**src/sv/frac_pkg.sv**
```systemverilog
`timescale 1ns / 1ps
`default_nettype none

package frac_pkg;

    // Operand width and derived widths
    localparam int DATA_WIDTH = 32;
    localparam int MAG_W      = DATA_WIDTH - 1;
    localparam int SHIFT_W    = $clog2(MAG_W);
    localparam int CNT_W      = $clog2(MAG_W + 1);

    typedef logic [MAG_W-1:0] mag_t;

    // Input item
    typedef struct packed {
        logic signed [DATA_WIDTH-1:0] numerator;
        logic signed [DATA_WIDTH-1:0] denominator;
    } frac_in_t;

    // Result item
    typedef struct packed {
        logic signed [DATA_WIDTH-1:0] reduced_numerator;
        logic [MAG_W-1:0]             reduced_denominator;
        logic                         zero_denominator;
    } frac_out_t;

    // Request to the shared divider
    typedef struct packed {
        logic go;
        mag_t dividend;
        mag_t divisor;
    } div_req_t;

    // Status back from the shared divider
    typedef struct packed {
        logic done;
        mag_t quotient;
    } div_rsp_t;

endpackage

`default_nettype wire

```
**src/sv/frac_div.sv**
```systemverilog
`timescale 1ns / 1ps
`default_nettype none

// Restoring divider: one quotient bit per cycle.
// The divisor must stay stable while a divide runs.
module frac_div
    import frac_pkg::*;
(
    input  wire logic     clk,
    input  wire logic     rst_n,
    input  wire div_req_t req,
    output div_rsp_t      rsp
);

    logic             run_reg,  run_next;
    logic             done_reg, done_next;
    logic [CNT_W-1:0] cnt_reg,  cnt_next;
    mag_t             rem_reg,  rem_next;
    mag_t             quo_reg,  quo_next;

    logic [MAG_W:0]   trial;
    logic [MAG_W+1:0] diff;
    logic             fits;

    // Shift in next dividend bit and try the subtract
    assign trial = {rem_reg, quo_reg[MAG_W-1]};
    assign diff  = {1'b0, trial} - {2'b00, req.divisor};
    assign fits  = ~diff[MAG_W+1];

    always_comb
    begin
        run_next  = run_reg;
        done_next = 1'b0;
        cnt_next  = cnt_reg;
        rem_next  = rem_reg;
        quo_next  = quo_reg;
        if (req.go)
        begin
            run_next = 1'b1;
            cnt_next = CNT_W'(MAG_W);
            rem_next = '0;
            quo_next = req.dividend;
        end
        else if (run_reg)
        begin
            rem_next = fits ? diff[MAG_W-1:0] : trial[MAG_W-1:0];
            quo_next = {quo_reg[MAG_W-2:0], fits};
            cnt_next = cnt_reg - CNT_W'(1);
            if (cnt_reg == CNT_W'(1))
            begin
                run_next  = 1'b0;
                done_next = 1'b1;
            end
        end
    end

    // Control state
    always_ff @(posedge clk or negedge rst_n)
    begin
        if (!rst_n)
        begin
            run_reg  <= 1'b0;
            done_reg <= 1'b0;
            cnt_reg  <= '0;
        end
        else
        begin
            run_reg  <= run_next;
            done_reg <= done_next;
            cnt_reg  <= cnt_next;
        end
    end

    // Datapath
    always_ff @(posedge clk)
    begin
        rem_reg <= rem_next;
        quo_reg <= quo_next;
    end

    assign rsp.done     = done_reg;
    assign rsp.quotient = quo_reg;

endmodule

`default_nettype wire

```
**src/sv/fraction_reducer_unit.sv**
```systemverilog
`timescale 1ns / 1ps
`default_nettype none
// Fraction reducer: one fraction in, one reduced fraction out.
// Zero numerator or zero denominator: result and done are registered in the cycle after the transfer.
// Otherwise the binary GCD subtract/shift loop runs, then the one-bit divider runs once per
// fraction part, numerator first, then denominator.
// A new fraction is taken only while idle; busy is high from transfer to result, but the zero cases never leave idle.
// Reset: rst_n asynchronous, active low; clears sequencer and done; the receiver cannot stall.
module fraction_reducer_unit
    import frac_pkg::*;
(
    input  wire logic     clk,
    input  wire logic     rst_n,
    input  wire logic     start,
    output logic          busy,
    input  wire frac_in_t operand,
    output logic          done,
    output frac_out_t     result
);

    typedef enum logic [3:0] {
        ST_IDLE = 4'b0001,
        ST_GCD  = 4'b0010,
        ST_DIVN = 4'b0100,
        ST_DIVD = 4'b1000
    } state_t;

    state_t             state_reg,  state_next;
    logic               done_reg,   done_next;
    logic               go_reg,     go_next;
    frac_out_t          result_reg, result_next;
    mag_t               nmag_reg,   nmag_next;
    mag_t               dmag_reg,   dmag_next;
    logic               neg_reg,    neg_next;
    mag_t               a_reg,      a_next;
    mag_t               b_reg,      b_next;
    logic [SHIFT_W-1:0] k_reg,      k_next;
    mag_t               g_reg,      g_next;
    mag_t               qn_reg,     qn_next;

    mag_t               in_nmag;
    mag_t               in_dmag;
    mag_t               a_minus_b;
    mag_t               b_minus_a;
    logic               a_ge_b;
    logic [DATA_WIDTH-1:0] qn_wide;
    div_req_t           div_req;
    div_rsp_t           div_rsp;

    // Sign split with saturation of the most negative code
    function automatic mag_t sat_mag(input logic [DATA_WIDTH-1:0] v);
        logic [DATA_WIDTH-1:0] m;
        m = v[DATA_WIDTH-1] ? (~v + DATA_WIDTH'(1)) : v;
        if (m[DATA_WIDTH-1])
            return {MAG_W{1'b1}};
        return m[MAG_W-1:0];
    endfunction

    assign in_nmag = sat_mag(operand.numerator);
    assign in_dmag = sat_mag(operand.denominator);

    // GCD comparator and subtractors
    assign a_ge_b    = (a_reg >= b_reg);
    assign a_minus_b = a_reg - b_reg;
    assign b_minus_a = b_reg - a_reg;

    assign qn_wide = {1'b0, qn_reg};

    // Sequencer
    always_comb
    begin
        state_next  = state_reg;
        done_next   = 1'b0;
        go_next     = 1'b0;
        result_next = result_reg;
        nmag_next   = nmag_reg;
        dmag_next   = dmag_reg;
        neg_next    = neg_reg;
        a_next      = a_reg;
        b_next      = b_reg;
        k_next      = k_reg;
        g_next      = g_reg;
        qn_next     = qn_reg;
        unique case (state_reg)
            ST_IDLE:
            begin
                if (start)
                begin
                    nmag_next = in_nmag;
                    dmag_next = in_dmag;
                    neg_next  = operand.numerator[DATA_WIDTH-1]
                              ^ operand.denominator[DATA_WIDTH-1];
                    a_next    = in_nmag;
                    b_next    = in_dmag;
                    k_next    = '0;
                    if (in_dmag == '0)
                    begin
                        result_next.reduced_numerator   = '0;
                        result_next.reduced_denominator = '0;
                        result_next.zero_denominator    = 1'b1;
                        done_next = 1'b1;
                    end
                    else if (in_nmag == '0)
                    begin
                        result_next.reduced_numerator   = '0;
                        result_next.reduced_denominator = MAG_W'(1);
                        result_next.zero_denominator    = 1'b0;
                        done_next = 1'b1;
                    end
                    else
                    begin
                        state_next = ST_GCD;
                    end
                end
            end
            ST_GCD:
            begin
                // Binary GCD, one step per cycle; b stays nonzero
                if (a_reg == '0)
                begin
                    g_next     = b_reg << k_reg;
                    go_next    = 1'b1;
                    state_next = ST_DIVN;
                end
                else if (!a_reg[0] && !b_reg[0])
                begin
                    a_next = a_reg >> 1;
                    b_next = b_reg >> 1;
                    k_next = k_reg + SHIFT_W'(1);
                end
                else if (!a_reg[0])
                begin
                    a_next = a_reg >> 1;
                end
                else if (!b_reg[0])
                begin
                    b_next = b_reg >> 1;
                end
                else if (a_ge_b)
                begin
                    a_next = a_minus_b >> 1;
                end
                else
                begin
                    b_next = b_minus_a >> 1;
                end
            end
            ST_DIVN:
            begin
                if (div_rsp.done)
                begin
                    qn_next    = div_rsp.quotient;
                    go_next    = 1'b1;
                    state_next = ST_DIVD;
                end
            end
            ST_DIVD:
            begin
                if (div_rsp.done)
                begin
                    result_next.reduced_numerator   = neg_reg ? (~qn_wide + DATA_WIDTH'(1))
                                                              : qn_wide;
                    result_next.reduced_denominator = div_rsp.quotient;
                    result_next.zero_denominator    = 1'b0;
                    done_next  = 1'b1;
                    state_next = ST_IDLE;
                end
            end
            default:
            begin
                state_next = ST_IDLE;
            end
        endcase
    end

    // Control state
    always_ff @(posedge clk or negedge rst_n)
    begin
        if (!rst_n)
        begin
            state_reg <= ST_IDLE;
            done_reg  <= 1'b0;
            go_reg    <= 1'b0;
        end
        else
        begin
            state_reg <= state_next;
            done_reg  <= done_next;
            go_reg    <= go_next;
        end
    end

    // Datapath
    always_ff @(posedge clk)
    begin
        result_reg <= result_next;
        nmag_reg   <= nmag_next;
        dmag_reg   <= dmag_next;
        neg_reg    <= neg_next;
        a_reg      <= a_next;
        b_reg      <= b_next;
        k_reg      <= k_next;
        g_reg      <= g_next;
        qn_reg     <= qn_next;
    end

    // Shared divider: numerator first, then denominator
    assign div_req.go       = go_reg;
    assign div_req.dividend = (state_reg == ST_DIVD) ? dmag_reg : nmag_reg;
    assign div_req.divisor  = g_reg;

    frac_div u_div (
        .clk   (clk),
        .rst_n (rst_n),
        .req   (div_req),
        .rsp   (div_rsp)
    );

    assign busy   = (state_reg != ST_IDLE);
    assign done   = done_reg;
    assign result = result_reg;

endmodule

`default_nettype wire

```
**config.mk**
```make
export PLATFORM = sky130hd
export DESIGN_NAME = fraction_reducer_unit
export DESIGN_NICKNAME = d
export VERILOG_FILES = /design/src/sv/frac_pkg.sv /design/src/sv/frac_div.sv /design/src/sv/fraction_reducer_unit.sv
export SDC_FILE = /design/constraint.sdc
export NUM_CORES = 1
export LEC_CHECK = 0
export BUFFER_PORTS_ARGS = -buffer_cell sky130_fd_sc_hd__buf_2
export CAP_MARGIN = 20
export CELL_PAD_IN_SITES_DETAIL_PLACEMENT = 1
export CELL_PAD_IN_SITES_GLOBAL_PLACEMENT = 1
export CORE_MARGIN = 2
export CORE_UTILIZATION = 44
export DETAILED_ROUTE_END_ITERATION = 7
export PLACE_DENSITY = 0.81
export SYNTH_ARGS = -nofsm -noshare
export SYNTH_HDL_FRONTEND = slang
export SYNTH_SLANG_ARGS = --single-unit
```
**constraint.sdc**
```tcl
create_clock -name clk -period 6.3 [get_ports clk]
set_input_delay 1.26 -clock clk [delete_from_list [all_inputs] [get_ports clk]]
set_output_delay 1.26 -clock clk [all_outputs]
set_load 0.005 [all_outputs]
```
# Yosys cells after proc, flatten, opt, wreduce, memory -nomap -nowiden
# Cells that the tools add are included.
# W data, S select, Z words.
dict set report word_totals {
  ff_bits 331
  inputBits 67
  word_cells 132
}
dict set report op_classes {
  n_addsub 8
  n_lt_le_gt_ge 1
  n_eq_ne 19
  shifts 1
  muxes 58
  bitwise 5
  reduce_logical 19
}
# op n
set ops {}
lappend ops {{$mux W31} 20}
lappend ops {{$mux W64} 4}
lappend ops {{$pmux W64 S2} 1}
lappend ops {{$pmux W31 S2} 2}
lappend ops {{$add A32 B1 Y32 const B} 3}
lappend ops {{$mux W32} 3}
lappend ops {{$logic_not A31 Y1} 3}
lappend ops {{$not A32 Y32} 2}
lappend ops {{$sub A31 B31 Y31} 2}
lappend ops {{$sub A32 B31 Y33} 1}
lappend ops {{$not A31 Y32} 1}
lappend ops {{$ge A31 B31 Y1} 1}
lappend ops {{$shl A31 B5 Y31} 1}
lappend ops {{$mux W5} 5}
lappend ops {{$mux W4} 6}
lappend ops {{$pmux W4 S4} 1}
lappend ops {{$mux W1} 13}
lappend ops {{$ne A2 B2 Y1 const B} 6}
lappend ops {{$ne A4 B4 Y1 const B} 3}
lappend ops {{$reduce_and A4 Y1} 3}
lappend ops {{$pmux W5 S2} 1}
lappend ops {{$reduce_and A5 Y1} 2}
lappend ops {{$ne A3 B3 Y1 const B} 2}
lappend ops {{$reduce_and A2 Y1} 3}
lappend ops {{17 further kinds} 22}

# Logic depth before layout (Yosys ltp)
dict set report depth {
  depth_word 10
  depth_mapped 14
  depth_no_buf 13
}

# By module
# Synthesis repeated with hierarchy kept, for this count alone.
dict set report hier_totals {
  cells_unflattened 2478
  hier_area_um2 22815.6
}
# mod instances cells_per_inst area_each_um2 seq_area_each_um2
set modules_own_cells {}
lappend modules_own_cells {fraction_reducer_unit 1 1950 18022.3 7838.8}
lappend modules_own_cells {frac_div 1 528 4793.3 1726.7}

# Worst setup path before layout
# OpenSTA, ideal clock, no wires.
dict set report synth_path {
  path_kind {input port to flip-flop}
  start {input operand[5] in the netlist's numbering}
  end {register result_reg, in the netlist result[0] (enable)}
  arrival_time_ns 8.589
  required_ns 5.726
  setup_slack_ns -2.863
  cell_stages 10
  path_cell_list {or4_1 buf_2 or4_4 or3_4 or4b_1 a21o_1 a2111oi_2 nand4_1 o31a_2 o21ai_0}
}
dict set report synth_between {
  elab_chain_cells 8
}
# element line_no
set synth_rtl {}
lappend synth_rtl {{from (decl)} fraction_reducer_unit.sv:16} ;# input wire frac_in_t operand,
lappend synth_rtl {{$not A32 Y32} fraction_reducer_unit.sv:53} ;# m = v[DATA_WIDTH-1] ? (~v + DATA_WIDTH'(1)) : v;
lappend synth_rtl {{$add A32 B1 Y32} fraction_reducer_unit.sv:53}
lappend synth_rtl {{$mux W32 *} fraction_reducer_unit.sv:53}
lappend synth_rtl {{$mux W1} fraction_reducer_unit.sv:54} ;# if (m[DATA_WIDTH-1])
lappend synth_rtl {{$mux W31 *} fraction_reducer_unit.sv:56} ;# return m[MAG_W-1:0];
lappend synth_rtl {{$logic_not A31 Y1 *} fraction_reducer_unit.sv:96} ;# if (in_dmag == '0)
lappend synth_rtl {{$ne A3 B3 Y1 (no source line) *} --}
lappend synth_rtl {{$reduce_and A4 Y1 (no source line) *} --}
lappend synth_rtl {{to (signal assigned)} fraction_reducer_unit.sv:196} ;# result_reg <= result_next;
lappend synth_rtl {{to (decl)} fraction_reducer_unit.sv:31} ;# frac_out_t result_reg, result_next;
# Every way passes the cells marked *; elsewhere a longest branch is shown, timed or not.
# A chain may end at the register's enable or synchronous reset.

# Worst setup path in the final report
dict set report layout_path {
  start {input operand[3] in the netlist's numbering}
  end {register result_reg, in the netlist result[25] (enable)}
}
# Same word-level chain as after synthesis.

==> impl_metrics.json <==
{
  "status": "complete, no violations",
  "placeableCoreArea_sq_um": 50200,
  "clk_lat_worst_skew_ns": 0.59,
  "pwr-share-comb": 0.467,
  "vdd_ir_drop_max_mv": 0.232,
  "synth_cell_types": 86,
  "flow.area_growth_from_synthesis_pct": 11.5,
  "chipHeight_um": 230,
  "detail_route.drc_violations": 0,
  "number_of_buffers_added_for_setup_after_cts": 0,
  "worst-path-max-fanout": 64,
  "synth_flop_cell": "sky130_fd_sc_hd__edfxtp_1",
  "viasPerCell": 6.09,
  "ys_seq_elements": 331,
  "power_switching_uw": 4340,
  "grt_util_met1": 0.393,
  "wl_per_cell_um": 23.9,
  "met2_usage": 0.478,
  "leakage_uw": 0.00959,
  "largest_clock_skew_in_the_final_design_ns": 0.0319,
  "numClockSinks": 331,
  "final_nets": 2700,
  "grt_pass1_vias": 20165,
  "tns_ns": 0,
  "globalplace.congestion": 0.958,
  "placed_cells": 3158,
  "p_int_uw": 5790,
  "power.density_cell_area_nw_per_um2": 406,
  "seq_area_frac_synth": 0.427,
  "clkSlewWorstSetupHoldPaths_ns": 0.06,
  "timing.critical_path.required_ns": 6.50,
  "placementRows": 82,
  "detailed_place.area_sq_um": 23700,
  "cp.arrival_ns": 5.34,
  "post_route_cells_drive_above_1_share": 0.111,
  "clock-root-buffer": "sky130_fd_sc_hd__clkbuf_16",
  "worstSetupEndpointType": "register",
  "synthesis.area_sq_um": 22400,
  "finalHoldViolCount": 0,
  "mappedNetlistNets": 2630,
  "via_count": 19688,
  "grt_overflow": 0,
  "drt-total-wl_um": 77300,
  "postSynthAreaPerCell_sq_um": 9.10,
  "cts.path.max_buffers": 3,
  "grt_max_degree": 101,
  "hpwlAfterDp_um": 58100,
  "drv.max_cap_violation_count": 0,
  "initial_core_util": 0.446,
  "synthesized_instance_count": 2460,
  "timing.final.crit_share": 0.816,
  "critPathLaunchType": "input pin",
  "buffer_ports.inserted": 132,
  "ioPinCount": 133,
  "largest_register_ff_count": 64,
  "final-max-slew-violation-count": 0,
  "grt_pass1_wl_um": 120000,
  "setup_viol_count_final": 0,
  "yosysWarningCount": 0,
  "rsz0062_at_grt": "no",
  "dr.first_iter.drc_count": 1801,
  "power.switching_fraction": 0.429,
  "die_w_um": 230,
  "die_area_sq_um": 52700,
  "hold_buffers": 0,
  "final_period_minus_worst_setup_slack_ns": 5.14,
  "grt_util_all_layers": 0.290,
  "share_seq_of_total_power": 0.315,
  "grt.met3_usage": 0.0294,
  "fin_area_sq_um": 25000,
  "setup.worst_path.class": "in -> reg",
  "async_flop_share": 0.0393,
  "globalRoute.busiestLayer": "met2",
  "timing.hold.worst.class": "reg -> reg",
  "synth_edf_count": 287,
  "antenna_violating_nets_post_route": 0,
  "max_clk_rate_mhz": 194,
  "max_slew.worst_pin.slew_ns": 1.07,
  "post_cts.resized_instances": 0,
  "maxSlewHeadroom": 0.285,
  "tritoncts.num_buffers": 39,
  "cts_tree": "built",
  "drt_pass1_iterations": 6,
  "layoutNonFillerInstCount": 3231,
  "power.share.clock": 0.218,
  "htree_num_levels": 2,
  "number_of_antenna_violations_at_the_first_check_in_global_routing": 3
}
## power by group through the flow
stage	combinational (uW)	sequential (uW)	clock (uW)
finish	4730	3200	2210
CTS	4640	3180	2230
detailed placement	4580	3220	0
global placement	4460	3200	0
floorplan	3350	3030	0
global route	5130	3220	2300
## final timing paths
path / from / endpoint / slack [ns] / cells past startpoint
min reg2reg: u_div.quo_reg[17]$_DFFE_PP_ / qn_reg[17]$_DFFE_PP_ / 0.49 / 0
max: operand[3] / result[25]$_SDFFCE_PN0P_ / 1.16 / 11
min: u_div.quo_reg[17]$_DFFE_PP_ / qn_reg[17]$_DFFE_PP_ / 0.49 / 0
max reg2reg: a_reg[1]$_DFFE_PP_ / b_reg[13]$_DFFE_PP_ / 1.50 / 13
max in group asynchronous: rst_n / state_reg[0]$_DFFE_PN1P_ / 5.45 / 1
min in group asynchronous: rst_n / u_div.cnt_reg[0]$_DFFE_PN0P_ / 0.57 / 1
## cells by family after synthesis
kind of cell             share of synthesized area
adder cells (fa/ha/maj)                     0.0586
buffers and inverters                       0.0482
multiplexers                                0.0333
AND/OR/NAND/NOR                              0.184
XOR/XNOR                                    0.0516
flip-flops                                   0.427
AO/OA/AOI/OAI                                0.197
## routing by layer
layer | wire [um] | up-vias | part of all wire
met5 | 0 | - | 0
met1 | 33500 | 9812 | 0.43
met4 | 2910 | 0 | 0.038
met3 | 4390 | 126 | 0.057
met2 | 36400 | 645 | 0.47
li1 | - | 9105 | -
## synth_stat cells, drive strengths merged (9+ instances only)
| cell type | number | share of area |
|---|---|---|
| a2bb2oi | 10 | 0.0039 |
| o41ai | 11 | 0.0046 |
| or3 | 29 | 0.0084 |
| a21o | 59 | 0.020 |
| o21bai | 16 | 0.0054 |
| nor2 | 283 | 0.047 |
| o21a | 30 | 0.010 |
| dfxtp | 31 | 0.028 |
| nand3 | 45 | 0.010 |
| o211ai | 12 | 0.0040 |
| a311oi | 25 | 0.0098 |
| nor3 | 46 | 0.010 |
| mux2i | 44 | 0.020 |
| or4 | 15 | 0.0053 |
| nand2b | 39 | 0.011 |
| and3 | 11 | 0.0031 |
| nand2 | 268 | 0.045 |
| dfrtp | 12 | 0.013 |
| and2 | 43 | 0.012 |
| xor2 | 63 | 0.025 |
| clkbuf | 127 | 0.021 |
| o22ai | 11 | 0.0031 |
| nor4 | 26 | 0.0075 |
| o31ai | 23 | 0.0077 |
| o21ai | 146 | 0.033 |
| or2 | 9 | 0.0025 |
| mux2 | 11 | 0.0055 |
| edfxtp | 287 | 0.38 |
| a221oi | 18 | 0.0070 |
| xnor2 | 69 | 0.027 |
| a31oi | 71 | 0.020 |
| nor2b | 16 | 0.0045 |
| nand4 | 18 | 0.0050 |
| buf | 15 | 0.0026 |
| a21oi | 128 | 0.029 |
| o221ai | 15 | 0.0059 |
| ha | 100 | 0.056 |
| a211oi | 25 | 0.0084 |
| inv | 143 | 0.024 |
## cell type report
class                   count  area (sq um)
clock inverters            22           210
diodes                      1          2.50
repair buffers            171          1000
flip-flops and latches    331          9570
well taps                 672           841
fillers                  5790         25200
multi-input cells        1842         11800
clock buffers              47          1020
inverters                 145           544
## cells in the final DEF, fill, tap and decap left out, types with 39 or more instances in the layout
cell type	instances
sky130_fd_sc_hd__nor2_1	281
sky130_fd_sc_hd__nand2b_1	39
sky130_fd_sc_hd__buf_2	132
sky130_fd_sc_hd__a21o_1	59
sky130_fd_sc_hd__and2_1	42
sky130_fd_sc_hd__xnor2_1	69
sky130_fd_sc_hd__inv_1	141
sky130_fd_sc_hd__xor2_1	63
sky130_fd_sc_hd__a31oi_1	71
sky130_fd_sc_hd__nand3_1	45
sky130_fd_sc_hd__a21oi_1	126
sky130_fd_sc_hd__nand2_1	268
sky130_fd_sc_hd__ha_1	100
sky130_fd_sc_hd__edfxtp_1	287
sky130_fd_sc_hd__mux2i_1	44
sky130_fd_sc_hd__o21ai_0	144
sky130_fd_sc_hd__nor3_1	46
sky130_fd_sc_hd__clkbuf_16	39
## through the flow
step	total power, uW	hold WS, ns	util	setup slack [ns]
floorplan	6370	0.442	-	0.100
global placement	7660	0.461	0.472	0.697
detailed placement	7790	0.476	0.472	0.596
CTS	10000	0.493	0.496	1.20
global route	10600	0.510	0.498	0.998
finish	10100	0.491	0.498	1.16
## critical path, cell delays in order
cell and delay (ns):
sky130_fd_sc_hd__buf_2 0.14, sky130_fd_sc_hd__or4_1 0.63, sky130_fd_sc_hd__or4_4 0.62, sky130_fd_sc_hd__or3_4 0.38, sky130_fd_sc_hd__or4b_1 0.47, sky130_fd_sc_hd__a21o_1 0.20
sky130_fd_sc_hd__a2111oi_2 0.36, sky130_fd_sc_hd__nand4_1 0.22, sky130_fd_sc_hd__o31a_2 0.24, sky130_fd_sc_hd__o21ai_4 0.13, sky130_fd_sc_hd__buf_4 0.65
Note: power is estimated with default switching activity, not from simulation.
